==> src/avcd_pkg.sv <==
`default_nettype none
package avcd_pkg;

	localparam int FRAC_BITS = 10;
	localparam int SHW = 32 + FRAC_BITS;
	localparam int SPL = SHW / 2;
	localparam int QW = 26;
	localparam int HDR_LEN = 30;
	localparam logic [2:0] HDR_SKIP = 3'd7;
	localparam logic [9:0] RATE_SCALE = 10'd830;
	localparam logic [7:0] VERSION_OK = 8'd7;
	localparam logic [31:0] PLAYER_MAX = 32'd213;
	localparam logic [9:0] ROUND_ADD = 10'd512;
	localparam logic [SHW-1:0] SHARE_MIN = SHW'(1) << (FRAC_BITS - 1);

	localparam logic [2:0] K_HDR = 3'd0;
	localparam logic [2:0] K_SIZE = 3'd1;
	localparam logic [2:0] K_PAY = 3'd2;
	localparam logic [2:0] K_ANN = 3'd3;
	localparam logic [2:0] K_SUM = 3'd4;
	localparam logic [2:0] K_ERR = 3'd5;
	localparam logic [2:0] K_DISC = 3'd6;

	localparam logic [2:0] ST_OK = 3'd0;
	localparam logic [2:0] ST_ZERO = 3'd1;
	localparam logic [2:0] ST_VERSION = 3'd2;
	localparam logic [2:0] ST_SHARE = 3'd3;
	localparam logic [2:0] ST_EXHAUST = 3'd4;

	localparam logic [2:0] HDR_FIELD [HDR_LEN] = '{
		3'd0, 3'd0, 3'd0, 3'd1, 3'd1, 3'd1, 3'd1, 3'd2, 3'd2, 3'd2,
		3'd2, 3'd3, 3'd3, 3'd3, 3'd3, 3'd7, 3'd4, 3'd4, 3'd5, 3'd5,
		3'd5, 3'd5, 3'd7, 3'd6, 3'd6, 3'd6, 3'd6, 3'd7, 3'd7, 3'd7};
	localparam logic [1:0] HDR_SEL [HDR_LEN] = '{
		2'd0, 2'd1, 2'd2, 2'd0, 2'd1, 2'd2, 2'd3, 2'd0, 2'd1, 2'd2,
		2'd3, 2'd0, 2'd1, 2'd2, 2'd3, 2'd0, 2'd0, 2'd1, 2'd0, 2'd1,
		2'd2, 2'd3, 2'd0, 2'd0, 2'd1, 2'd2, 2'd3, 2'd0, 2'd0, 2'd0};

	typedef enum logic [4:0] {
		OP_NONE,
		OP_TAKE,
		OP_HDR_BYTE,
		OP_SIZE_BYTE,
		OP_AUD_BYTE,
		OP_VID_BYTE,
		OP_DISC_BYTE,
		OP_DIV1_GO,
		OP_SHARE_LD,
		OP_SUMMARY,
		OP_ERROR,
		OP_DIV2_GO,
		OP_MUL_LO,
		OP_MUL_HI,
		OP_HDR_DONE,
		OP_SZ_FIN,
		OP_CNT1,
		OP_CNT2,
		OP_AUD_ANN,
		OP_VID_ANN
	} op_t;

	typedef struct packed {
		op_t op;
		logic [2:0] status;
	} cmd_t;

	typedef struct packed {
		logic out_free;
		logic div_busy;
		logic hdr_last;
		logic size_last;
		logic aud_end;
		logic vid_end;
		logic bad_zero;
		logic bad_ver;
		logic share_small;
		logic rem_zero;
		logic count_zero;
		logic vdue_zero;
	} stat_t;

endpackage
`default_nettype wire

==> src/avcd_ctrl.sv <==
`default_nettype none
module avcd_ctrl import avcd_pkg::*; (
	input wire clk,
	input wire arst_n,
	input wire in_valid,
	output logic in_stall,
	input stat_t stat,
	output cmd_t cmd
);

	typedef enum logic [4:0] {
		S_IDLE, S_BYTE, S_HCHK, S_DIV1, S_SHCHK, S_SUM, S_ERR, S_D2GO, S_DIV2,
		S_MLO, S_MHI, S_HFIN, S_SZFIN, S_CNT1, S_CNT2, S_AANN, S_VSTART
	} state_t;

	typedef enum logic [2:0] {
		PH_HEADER, PH_SIZE, PH_AUDIO, PH_VIDEO, PH_DEAD
	} phase_t;

	state_t state_q, state_d;
	phase_t phase_q, phase_d;
	logic [2:0] st_q, st_d;

	always_comb begin
		state_d = state_q;
		phase_d = phase_q;
		st_d = st_q;
		cmd.op = OP_NONE;
		cmd.status = st_q;
		case (state_q)
			S_IDLE: begin
				if (in_valid) begin
					cmd.op = OP_TAKE;
					state_d = S_BYTE;
				end
			end
			S_BYTE: begin
				if (stat.out_free) begin
					state_d = S_IDLE;
					case (phase_q)
						PH_HEADER: begin
							cmd.op = OP_HDR_BYTE;
							if (stat.hdr_last) state_d = S_HCHK;
						end
						PH_SIZE: begin
							cmd.op = OP_SIZE_BYTE;
							if (stat.size_last) state_d = S_SZFIN;
						end
						PH_AUDIO: begin
							cmd.op = OP_AUD_BYTE;
							if (stat.aud_end) state_d = S_VSTART;
						end
						PH_VIDEO: begin
							cmd.op = OP_VID_BYTE;
							if (stat.vid_end) phase_d = PH_SIZE;
						end
						default: begin
							cmd.op = OP_DISC_BYTE;
						end
					endcase
				end
			end
			S_HCHK: begin
				if (stat.bad_zero) begin
					st_d = ST_ZERO;
					state_d = S_SUM;
				end else if (stat.bad_ver) begin
					st_d = ST_VERSION;
					state_d = S_SUM;
				end else begin
					cmd.op = OP_DIV1_GO;
					state_d = S_DIV1;
				end
			end
			S_DIV1: begin
				if (!stat.div_busy) begin
					cmd.op = OP_SHARE_LD;
					state_d = S_SHCHK;
				end
			end
			S_SHCHK: begin
				st_d = stat.share_small ? ST_SHARE : ST_OK;
				state_d = S_SUM;
			end
			S_SUM: begin
				if (stat.out_free) begin
					cmd.op = OP_SUMMARY;
					state_d = (st_q != ST_OK) ? S_ERR : S_D2GO;
				end
			end
			S_ERR: begin
				if (stat.out_free) begin
					cmd.op = OP_ERROR;
					phase_d = PH_DEAD;
					state_d = S_IDLE;
				end
			end
			S_D2GO: begin
				cmd.op = OP_DIV2_GO;
				state_d = S_DIV2;
			end
			S_DIV2: begin
				if (!stat.div_busy) state_d = S_MLO;
			end
			S_MLO: begin
				cmd.op = OP_MUL_LO;
				state_d = S_MHI;
			end
			S_MHI: begin
				cmd.op = OP_MUL_HI;
				state_d = S_HFIN;
			end
			S_HFIN: begin
				cmd.op = OP_HDR_DONE;
				phase_d = PH_SIZE;
				state_d = S_IDLE;
			end
			S_SZFIN: begin
				cmd.op = OP_SZ_FIN;
				if (stat.rem_zero) begin
					st_d = ST_EXHAUST;
					state_d = S_ERR;
				end else begin
					state_d = S_CNT1;
				end
			end
			S_CNT1: begin
				cmd.op = OP_CNT1;
				state_d = S_CNT2;
			end
			S_CNT2: begin
				cmd.op = OP_CNT2;
				state_d = S_AANN;
			end
			S_AANN: begin
				if (stat.out_free) begin
					cmd.op = OP_AUD_ANN;
					if (stat.count_zero) begin
						state_d = S_VSTART;
					end else begin
						phase_d = PH_AUDIO;
						state_d = S_IDLE;
					end
				end
			end
			S_VSTART: begin
				// empty video goes straight back to the length bytes
				if (stat.vdue_zero) begin
					phase_d = PH_SIZE;
					state_d = S_IDLE;
				end else if (stat.out_free) begin
					cmd.op = OP_VID_ANN;
					phase_d = PH_VIDEO;
					state_d = S_IDLE;
				end
			end
			default: begin
				state_d = S_IDLE;
			end
		endcase
	end

	always_ff @(posedge clk or negedge arst_n) begin
		if (!arst_n) begin
			state_q <= S_IDLE;
			phase_q <= PH_HEADER;
			st_q <= ST_OK;
		end else begin
			state_q <= state_d;
			phase_q <= phase_d;
			st_q <= st_d;
		end
	end

	assign in_stall = (state_q != S_IDLE);

endmodule
`default_nettype wire

==> config.mk <==
export PLATFORM = sky130hd
export DESIGN_NAME = avcd_ctrl
export DESIGN_NICKNAME = d
export VERILOG_FILES = /design/src/avcd_pkg.sv /design/src/avcd_ctrl.sv
export SDC_FILE = /design/constraint.sdc
export NUM_CORES = 1
export LEC_CHECK = 0
export BUFFER_PORTS_ARGS = -buffer_cell sky130_fd_sc_hd__clkbuf_2
export CORE_MARGIN = 1.5
export CORE_UTILIZATION = 52
export CTS_BUF_LIST = sky130_fd_sc_hd__clkbuf_8
export DETAILED_ROUTE_END_ITERATION = 8
export GPL_ROUTABILITY_DRIVEN = 1
export GPL_TIMING_DRIVEN = 1
export PLACE_DENSITY = 0.76
export SETUP_SLACK_MARGIN = 0.05
export SLEW_MARGIN = 10
export SYNTH_ARGS = -nofsm -noshare
export SYNTH_HDL_FRONTEND = slang
export SYNTH_SLANG_ARGS = --single-unit
==> constraint.sdc <==
create_clock -name clk -period 2.6 [get_ports clk]
set_input_delay 0.13 -clock clk [delete_from_list [all_inputs] [get_ports clk]]
set_output_delay 0.13 -clock clk [all_outputs]
set_load 0.01 [all_outputs]
==> reports/summary.md, run 1 <==
The tools report the number of unique standard cell types used by synthesis as 54. The initial cell density of the core was 55.60%. The row count was 17; the die width was 52.10 µm.

In this run, the number of DRC markers left after iteration 0 of detailed routing was 60. The run gives 0 as the initial antenna violation count. Setup repair after global routing left no endpoint under its margin. The post-detailed-route wirelength per cell is 16.76 µm, and the time the final worst path needs with I/O delays and setup is 2.390 ns. The slowest stage of the critical path is the dfrtp_1 cell. The run finished with clean final reports. The worst setup path is launched from a flop.

Number of input and output port buffers inserted: 23. STA classifies the critical path endpoint as an output port. The area added between synthesis and finish was 11.28%; the number of levels in the clock H-tree was 1. The logs give 0 for the number of warnings printed during yosys synthesis and 5 for the total iterations of the first detailed-routing run.

Based on the critical path, the design can be clocked at up to 0.4184 GHz. The run gives 159 as the count of mapped cells out of synthesis. Traced cell by cell, the critical path runs through or3_1 > o22ai_1 > o21bai_1 > a2bb2oi_1 > nand2_1 > clkbuf_2. The stage delay of the slowest cell on the critical path came out at 0.70 ns. The average cell area after synthesis was 7.885 µm². The I/O pin total is 24, and the number of buffer and inverter instances along the worst setup path is 1. The die is 52.10 µm tall. The worst-case IR drop observed on VDD is 0.7199 mV. Once the clock tree was built, the setup fixing pass inserted 0 buffers. The run gives 0 as the total grt overflow. Clock-pin slew was measured on the worst setup and hold paths at 0.06 ns. The largest fanout of any net on the critical path works out to 26. Among cell families on the critical path, the largest total delay comes from flip-flops. The tools report the reported leakage power as 0.6256 nW.

Wire length of the first global-routing pass: 5.644 mm. Leaving out filler cells and counting taps, the final layout contains 206. In this run the critical register-to-register path is launched from state_q[3]. The share of post-route cells with drive strength above 1 is 24.72%, and the count of flip-flops with a built-in enable after synthesis is 0. The worst hold path cell count was 3; the routed wire length was 3.452 mm. The length in cells of the worst reg-to-reg path is 5.

The dominant register cell in the synthesized netlist was dfrtp_1. In the synthesized netlist the async set-or-reset flop fraction comes to 100.0%. The logs give 1340 for the via count and 0.25 ns for the insertion delay to the later sink of the worst-skew pair. The tools report the capturing point of the worst reg2reg path as state_q[1]. Including well taps, the total number of placed cells is 201.

Total power divided by cell area: 1100 nW/µm². The tools report the summed negative setup slack over all endpoints as 0 ns. Detailed placement finished with a half-perimeter wire length of 2.512 mm. For this run, global-route usage on met3 was measured as 4.598%. TritonCTS built the clock tree. The number of nets in the final layout was 194; the clock tree skew after final layout was 0.01018 ns. Across all hold checks on the routed design, the worst slack comes to 0.2014 ns.

Post-synthesis instance area: 1254 µm². The total die area was 2714 µm². The worst pin sits at a relative slew slack of 43.00%. For the pin with the worst max-slew slack, the measured transition is 0.8550 ns. The class of the most critical setup path is flop to output port. Measured on the finished design, the core utilization comes to 61.88%. The total clock buffers created by CTS was 3; the sequential area share after synthesis was 21.96%.

The total area inside the core boundary comes to 2255 µm². dfrtp_1 takes more of the synthesized area than any other cell. The logs give 1163 for the number of global-route vias before repair and 0 for the DRC violations left. After synthesis, the cell types taking the most area are dfrtp_1 22%, nand2_1 4.2%, o21ai_0 3.6%. The logs give 174 for the total nets after synthesis and 0 for the total count of max-transition violations in the final report.

The final count of hold timing violations was 0. The path class of the tightest hold or removal check is primary input to flop. Most used routing layer: met2.

The count of endpoints failing setup in the final report came out at 0. In this run the clock root is driven by a clkbuf_8. Dividing the final minimum period by the clock period gives 91.92%. STA puts the critical path data arrival time at 2.26 ns.

For the worst setup path, the data required time is 2.47 ns. The largest buffer count on any clock path came out at 2. Max-cap violations in this run came to 0.

The share of the synthesized area in the top cell type came out at 21.96%. The run gives 46.62% as the met2 demand-to-capacity share in global routing. The largest net degree at the start of global routing came out at 27. The path with the worst hold slack has its endpoint at state_q[4]. For flop-to-flop paths, the worst setup slack is 0.25 ns.

The fraction of met1 tracks used by global routing came out at 37.88%. In this run the most critical hold path is launched from stat[1]. At the end of routability-driven placement, the weighted congestion stood at 0.9905.

Synthesis inferred 11 register bits. The remaining antenna violation count after routing was 0; the clock sink count was 11. After detailed routing, the number of vias per cell comes to 6.505. The logs give 28.44% for the global-route total usage across every layer and 0 for the total inserted antenna cells.
-- routing by layer --
layer	part of all wire [%]	vias to the layer above
li1	-	626
met3	8.6	5
met2	48	80
met5	0	-
met4	1.4	0
met1	42	629
-- final cells by class --
| cell class | instances | area [µm²] |
|---|---|---|
| clock buffers | 3 | 41.29 |
| clock inverters | 1 | 3.754 |
| fillers | 219 | 859.6 |
| inverters | 7 | 26.28 |
| multi-input cells | 127 | 850.8 |
| flip-flops and latches | 11 | 275.3 |
| well taps | 28 | 35.03 |
| repair buffers | 29 | 162.7 |
-- cell families after synthesis --
family | Yosys count | synth area share (%)
compound gates | 51 | 30.04
buf+inv | 21 | 10.18
xor+xnor | 2 | 1.397
flops | 11 | 21.96
simple gates | 70 | 32.83
mux | 4 | 3.593
-- cells in the mapped netlist, types with 2 or more instances --
library cell  number
a31oi_1            2
a22oi_1            2
and3_1             4
inv_1              7
nor2b_1            5
o21ai_0            9
nor2_4             2
buf_4              4
clkbuf_1           3
mux2_1             4
buf_2              3
o31ai_1            3
nand3_1            4
a21oi_1            3
o21ai_1            7
dfrtp_1           11
nor2_1             8
o22ai_1            2
nand2_1           14
nor2_2             2
or3_1              4
nand4_1            3
a22o_1             2
a2bb2oi_1          3
nand2b_1           5
buf_6              4
nand3b_1           3
o21a_1             2
o21bai_1           2
nor3_1             8
-- power by group --
part	total [W]	internal (W)	switching [W]	leakage, nW
Sequential	0.000402	0.000233	0.000169	0.139
Combinational	0.000960	0.000428	0.000532	0.459
Clock	0.000173	0.000104	0.0000691	0.0269
Total	0.00154	0.000765	0.000770	0.626
-- metrics by stage --
step	power, W	cell area [µm²]	worst slack (ns)
2_1_floorplan	0.001124	1254	0.8483
3_3_place_gp	0.001319	1340	0.4645
3_5_place_dp	0.001333	1340	0.3757
4_1_cts	0.001518	1395	0.2567
5_1_grt	0.001646	1395	0.08579
6_report	0.001535	1395	0.2100
-- placed cells by master, fill, tap and decap left out, types with 5 or more instances in the layout --
cell,Yosys,routed
inv_1,7,8
o21ai_1,7,7
nor2b_1,5,5
nand2b_1,5,5
nor2_1,8,8
clkbuf_2,0,23
o21ai_0,9,9
nor3_1,8,8
buf_4,4,5
dfrtp_1,11,11
nand2_1,14,14
-- state kept, by name, indices dropped and copies added, names as in the netlist --
register,count
st_q,3
phase_q,3
state_q,5
-- worst register-to-register path: stages (launching register included) --
cell,delay [ns]
dfrtp_1,0.90
nand3_1,0.28
o21a_1,0.22
o311ai_2,0.47
a221oi_2,0.10
a32o_1,0.27
-- worst max path at each step --
stage	start	cells after the start	slack, ns	end
after floorplan	state_q[1]	6	0.85	phase_q[0]
after global placement	state_q[3]	5	0.46	state_q[1]
after detailed placement	state_q[3]	5	0.38	state_q[1]
after CTS	state_q[3]	6	0.26	cmd[4]
after global routing	state_q[3]	6	0.09	cmd[4]
final	state_q[3]	6	0.21	cmd[4]
-- what timing repair did --
action / 4_1_cts / 5_1_grt
hold buffers: 1 / 0
endpoints found under the hold margin: 11 / 0
resized for setup: 0 / 0
(Power assumes the default switching activity.)
==> run 2, diff against run 1 <==
Settings changed: ABC_AREA set to 1, PLACE_DENSITY 0.76 to 0.77.
==> run 2 against run 1 <==
Net effect: via count fell by 1.1%; clock skew fell by 0.0097 ns; sequential power decreased by 19%; non-clock buffer count decreased by 5; flip-flop and latch count unchanged; count of clock-buffer cells in the layout stayed put; cell count is 24% higher; critical path type unchanged; largest power group unchanged.
==> reports/summary.md, run 2 <==
The average cell area after synthesis was 5.568 µm² (-29%). The final worst-path cycle share is 77.54% (-14 points), and the final weighted congestion of routability-driven global placement is 0.9615 (-2.9%). The mux contribution to synthesized area was 0% (-3.6 points). Number of standard cells in the layout, taps in and fillers out: 255 (+24%). The tools report the critical path data required time as 2.47 ns (about the same). Smallest setup slack after layout: 0.5841 ns (+0.3741 ns). The die width is 49.51 µm (-5.0%), and the data arrival time at the worst-slack endpoint is 1.89 ns (-0.37 ns). The run gives 0.8734 ns (+0.4977 ns) as the worst slack after detailed placement.

The dominant combinational cell family by area after synthesis was simple AND/OR/NAND/NOR gates. Traced cell by cell, the critical path runs through nor2_2 > nand3_1 > o21ai_0 > nand2_1 > nand4_1 > clkbuf_2. The run finished with clean final reports. The classification of the worst-slack hold path was primary input to flop. The die extent in y was 49.51 µm (-5.0%); the achievable clock frequency was 0.4961 GHz (+19%). Number of flip-flops under the largest register name: 5 (unchanged). The number of max-cap violations came out at 0 (unchanged). The root buffer cell chosen for the clock tree is clkbuf_8. Setup repair after global routing left no endpoint under its margin. By count the netlist is led by 69 x nand2_1, 30 x inv_1, 30 x nor2_1, 20 x nand3_1, 11 x dfrtp_1.

Worst voltage drop across the vdd grid: 0.7747 mV (+7.6%). The largest buffer count on any clock path came out at 2 (unchanged). The largest fanout of any net on the critical path works out to 7 (-73%). The I/O pin total was 24 (unchanged).

The family with the most delay on the worst path is simple AND/OR/NAND/NOR gates. The time the final worst path needs with I/O delays and setup came out at 2.016 ns (-0.3741 ns). The tools report the total iterations of the first detailed-routing run as 4 (-1). The compound-gate portion of the synthesized area was 8.565% (-21 points); the DRC violations left was 0 (unchanged).

The share of flip-flops with an asynchronous set or reset after synthesis came out at 100.0% (unchanged). The logs give 2002 µm² (-11%) for the floorplan core area and 16 (-1) for the row count. Among all stages on the critical path, the largest delay is contributed by dfrtp_1. The wire length of the first global-routing pass is 5.526 mm (-2.1%). The number of global-route vias before repair is 1273 (+9.5%), and the number of buffer and inverter instances along the worst setup path is 1 (unchanged). For the global-route total usage across every layer, the log shows 29.32% (+0.88 points). The stage delay of the slowest cell on the critical path was 0.45 ns (-0.25 ns). The worst setup path is captured at an output port.

The share of the synthesized area in the top cell type is 24.47% (+2.5 points), and the number of nets in the final layout is 244 (+26%). Via count: 1325 (-1.1%). The worst-case headroom to the max-slew limit was 75.93% (+33 points). The ratio of routed vias to standard cells works out to 5.196 (-20%). The logs give 2.591 mm (+3.1%) for the detailed placer's ending HPWL and 0 (unchanged) for the remaining antenna violation count after routing. The most area-hungry cell type in the Yosys netlist is dfrtp_1. The total die area was 2451 µm² (-9.7%). The count of endpoints failing setup in the final report came out at 0 (unchanged). Count of flip-flops with a built-in enable after synthesis: 0 (unchanged). The clock transition at the registers of the reported paths came out at 0.05 ns (about the same). In the layout the commonest cells are 69 x nand2_1, 30 x nor2_1, 30 x inv_1.

Total nets after synthesis: 217 (+25%). More flip-flops sit in one register than any other, and that register is state_q. The post-synthesis register bit count was 11 (unchanged); the overall power consumption was 0.001378 W (-10%). The post-detailed-route wirelength per cell is 12.31 µm (-27%), and the transition at the pin with the smallest max-transition slack is 0.3573 ns (-0.4976 ns). The dominant register cell in the synthesized netlist is dfrtp_1.

Total count of max-transition violations in the final report: 0 (unchanged). The most common cell after layout, fill and taps aside was nand2_1. The total inserted antenna cells is 0 (unchanged).

In the final layout, the registers with the most flip-flops are state_q: 5 flops, phase_q: 3 flops, st_q: 3 flops. The share of post-route cells with drive strength above 1 is 18.42% (-6.3 points), and the routed wire length is 3.138 mm (-9.1%). The logs give 0 ns (unchanged) for the summed negative setup slack over all endpoints and 11 (unchanged) for the clock sink count. For the count of mapped cells out of synthesis, the log shows 202 (+27%). The switching power of the nets is 0.0007343 W (-4.6%), and the total power divided by cell area is 1044 nW/µm² (-5.1%).

The switching share of total power came out at 53.29% (+3.1 points). The fraction of power consumed by sequential logic was 23.6% (-2.6 points). For the clock tree skew after final layout, the log shows 0.0004484 ns (-0.009736 ns).

The most frequent cell after synthesis was nand2_1. The largest net degree at the start of global routing is 12 (-56%), and the final count of hold timing violations is 0 (unchanged). The initial cell density of the core is 56.19% (+0.58 points). Ranked by total cell area, the synthesized netlist is headed by dfrtp_1 24%, nand2_1 23%, inv_1 10%.

TritonCTS built the clock tree. For the instance count after placement with tap cells included, the log shows 250 (+24%). The number of input and output port buffers inserted is 23 (unchanged), and the number of gates resized after cts is 0 (unchanged). The area added between synthesis and finish is 17.35%, and the adder and majority cell fraction of the synthesized area is 0% (unchanged). The insertion delay to the later sink of the worst-skew pair was 0.24 ns (about the same). For the reported leakage power, the log shows 0.8047 nW (+29%). The worst setup path is of the flop to output port kind. The tools report the total clock buffers created by CTS as 3 (unchanged). The fraction of the mapped netlist area in simple logic gates came out at 55.39% (+23 points).

STA classifies the critical path startpoint as a flop. The number of warnings printed during yosys synthesis was 0 (unchanged). The xor-xnor portion of the synthesized cell area is 0% (-1.4 points), and the combinational power share is 64.1% (+1.6 points). The post-synthesis instance area is 1125 µm² (-10%), and the sequential area share after synthesis is 24.47% (+2.5 points).

The worst hold slack is 0.1678 ns (-0.03361 ns), and the number of levels in the clock H-tree is 1 (unchanged). The tools report the final-layout fill cell count as 195 (-11%). The total grt overflow was 0 (unchanged); the number of design-rule violations left by the first detailed-router iteration was 68 (+13%).

The number of unique standard cell types used by synthesis was 22 (-59%); the internal power was 0.0006435 W (-16%). The clock power share is 12.3% (+1.0 points), and the initial antenna violation count is 0 (unchanged).
-- run 2: changes by cell type in the layout (fill, tap and decap cells not counted), sizes merged, moves of 5 or more --
cell | previous run | this run
nand2 | 14 | 70
o21ai | 16 | 8
inv | 8 | 32
nor3 | 8 | 2
nor2 | 12 | 40
buf | 5 | 0
nor2b | 5 | 0
nand3 | 5 | 21
nand2b | 6 | 0
-- run 2: worst paths after layout --
kind | to | cells past startpoint | start | slack, ns
min in group asynchronous | st_q[2] | 2 | arst_n | 0.30
max in group asynchronous | phase_q[2] | 2 | arst_n | 2.09
max | cmd[4] | 6 | state_q[2] | 0.58
min | st_q[2] | 3 | stat[2] | 0.17
min reg2reg | st_q[2] | 2 | st_q[2] | 0.52
max reg2reg | state_q[2] | 9 | state_q[1] | 0.96
-- run 2: per-stage QoR --
step / area [µm²] / util, %
3_5_place_dp: 1264 / 63.13
5_1_grt: 1320 / 65.94
6_report: 1320 / 65.94
2_1_floorplan: 1125 / -
4_1_cts: 1320 / 65.94
3_3_place_gp: 1264 / 63.13
-- run 2: tightest hold or removal path, stage by stage --
cell and delay [ns]:
clkbuf_2 0.09, nand2_1 0.07, nand2_1 0.08
-- run 2: final cells by class --
cell class                      count  area (µm²)  share of cell area [%]
Timing Repair Buffer               24       125.1                   9.479
Clock inverter                      1       5.005                  0.3791
Sequential cell                    11       275.3                   20.85
Clock buffer                        3       41.29                   3.128
Inverter                           32       120.1                   9.099
Tap cell                           27       33.78                   2.559
Multi-Input combinational cell    157       719.4                   54.50
-- run 2: cells by family (layout without fill, tap and decap cells) --
kind of cell | after synthesis | after routing
buffers and inverters | 34 | 60
AO/OA/AOI/OAI | 16 | 16
flip-flops | 11 | 11
AND/OR/NAND/NOR | 141 | 141
-- run 2: power groups by stage --
stage	clock (W)	sequential, W	combinational (W)
2_1_floorplan	0	0.000317	0.000629
3_3_place_gp	0	0.000316	0.000861
3_5_place_dp	0	0.000324	0.000872
4_1_cts	0.000175	0.000321	0.000877
5_1_grt	0.000183	0.000339	0.00101
6_report	0.000169	0.000325	0.000884
-- run 2: metal layers --
metal	vias to the layer above	share of wire [%]	GRT usage, %
met5	-	0	0
met4	0	1.3	10.65
met3	5	9.6	2.727
met2	49	43	44.82
met1	580	46	43.08
li1	691	-	-
-- run 2: what timing repair did --
item                      in CTS  in global routing
hold buffers                   1                  0
setup buffers                  0                  0
hold endpoints to repair      11                  0
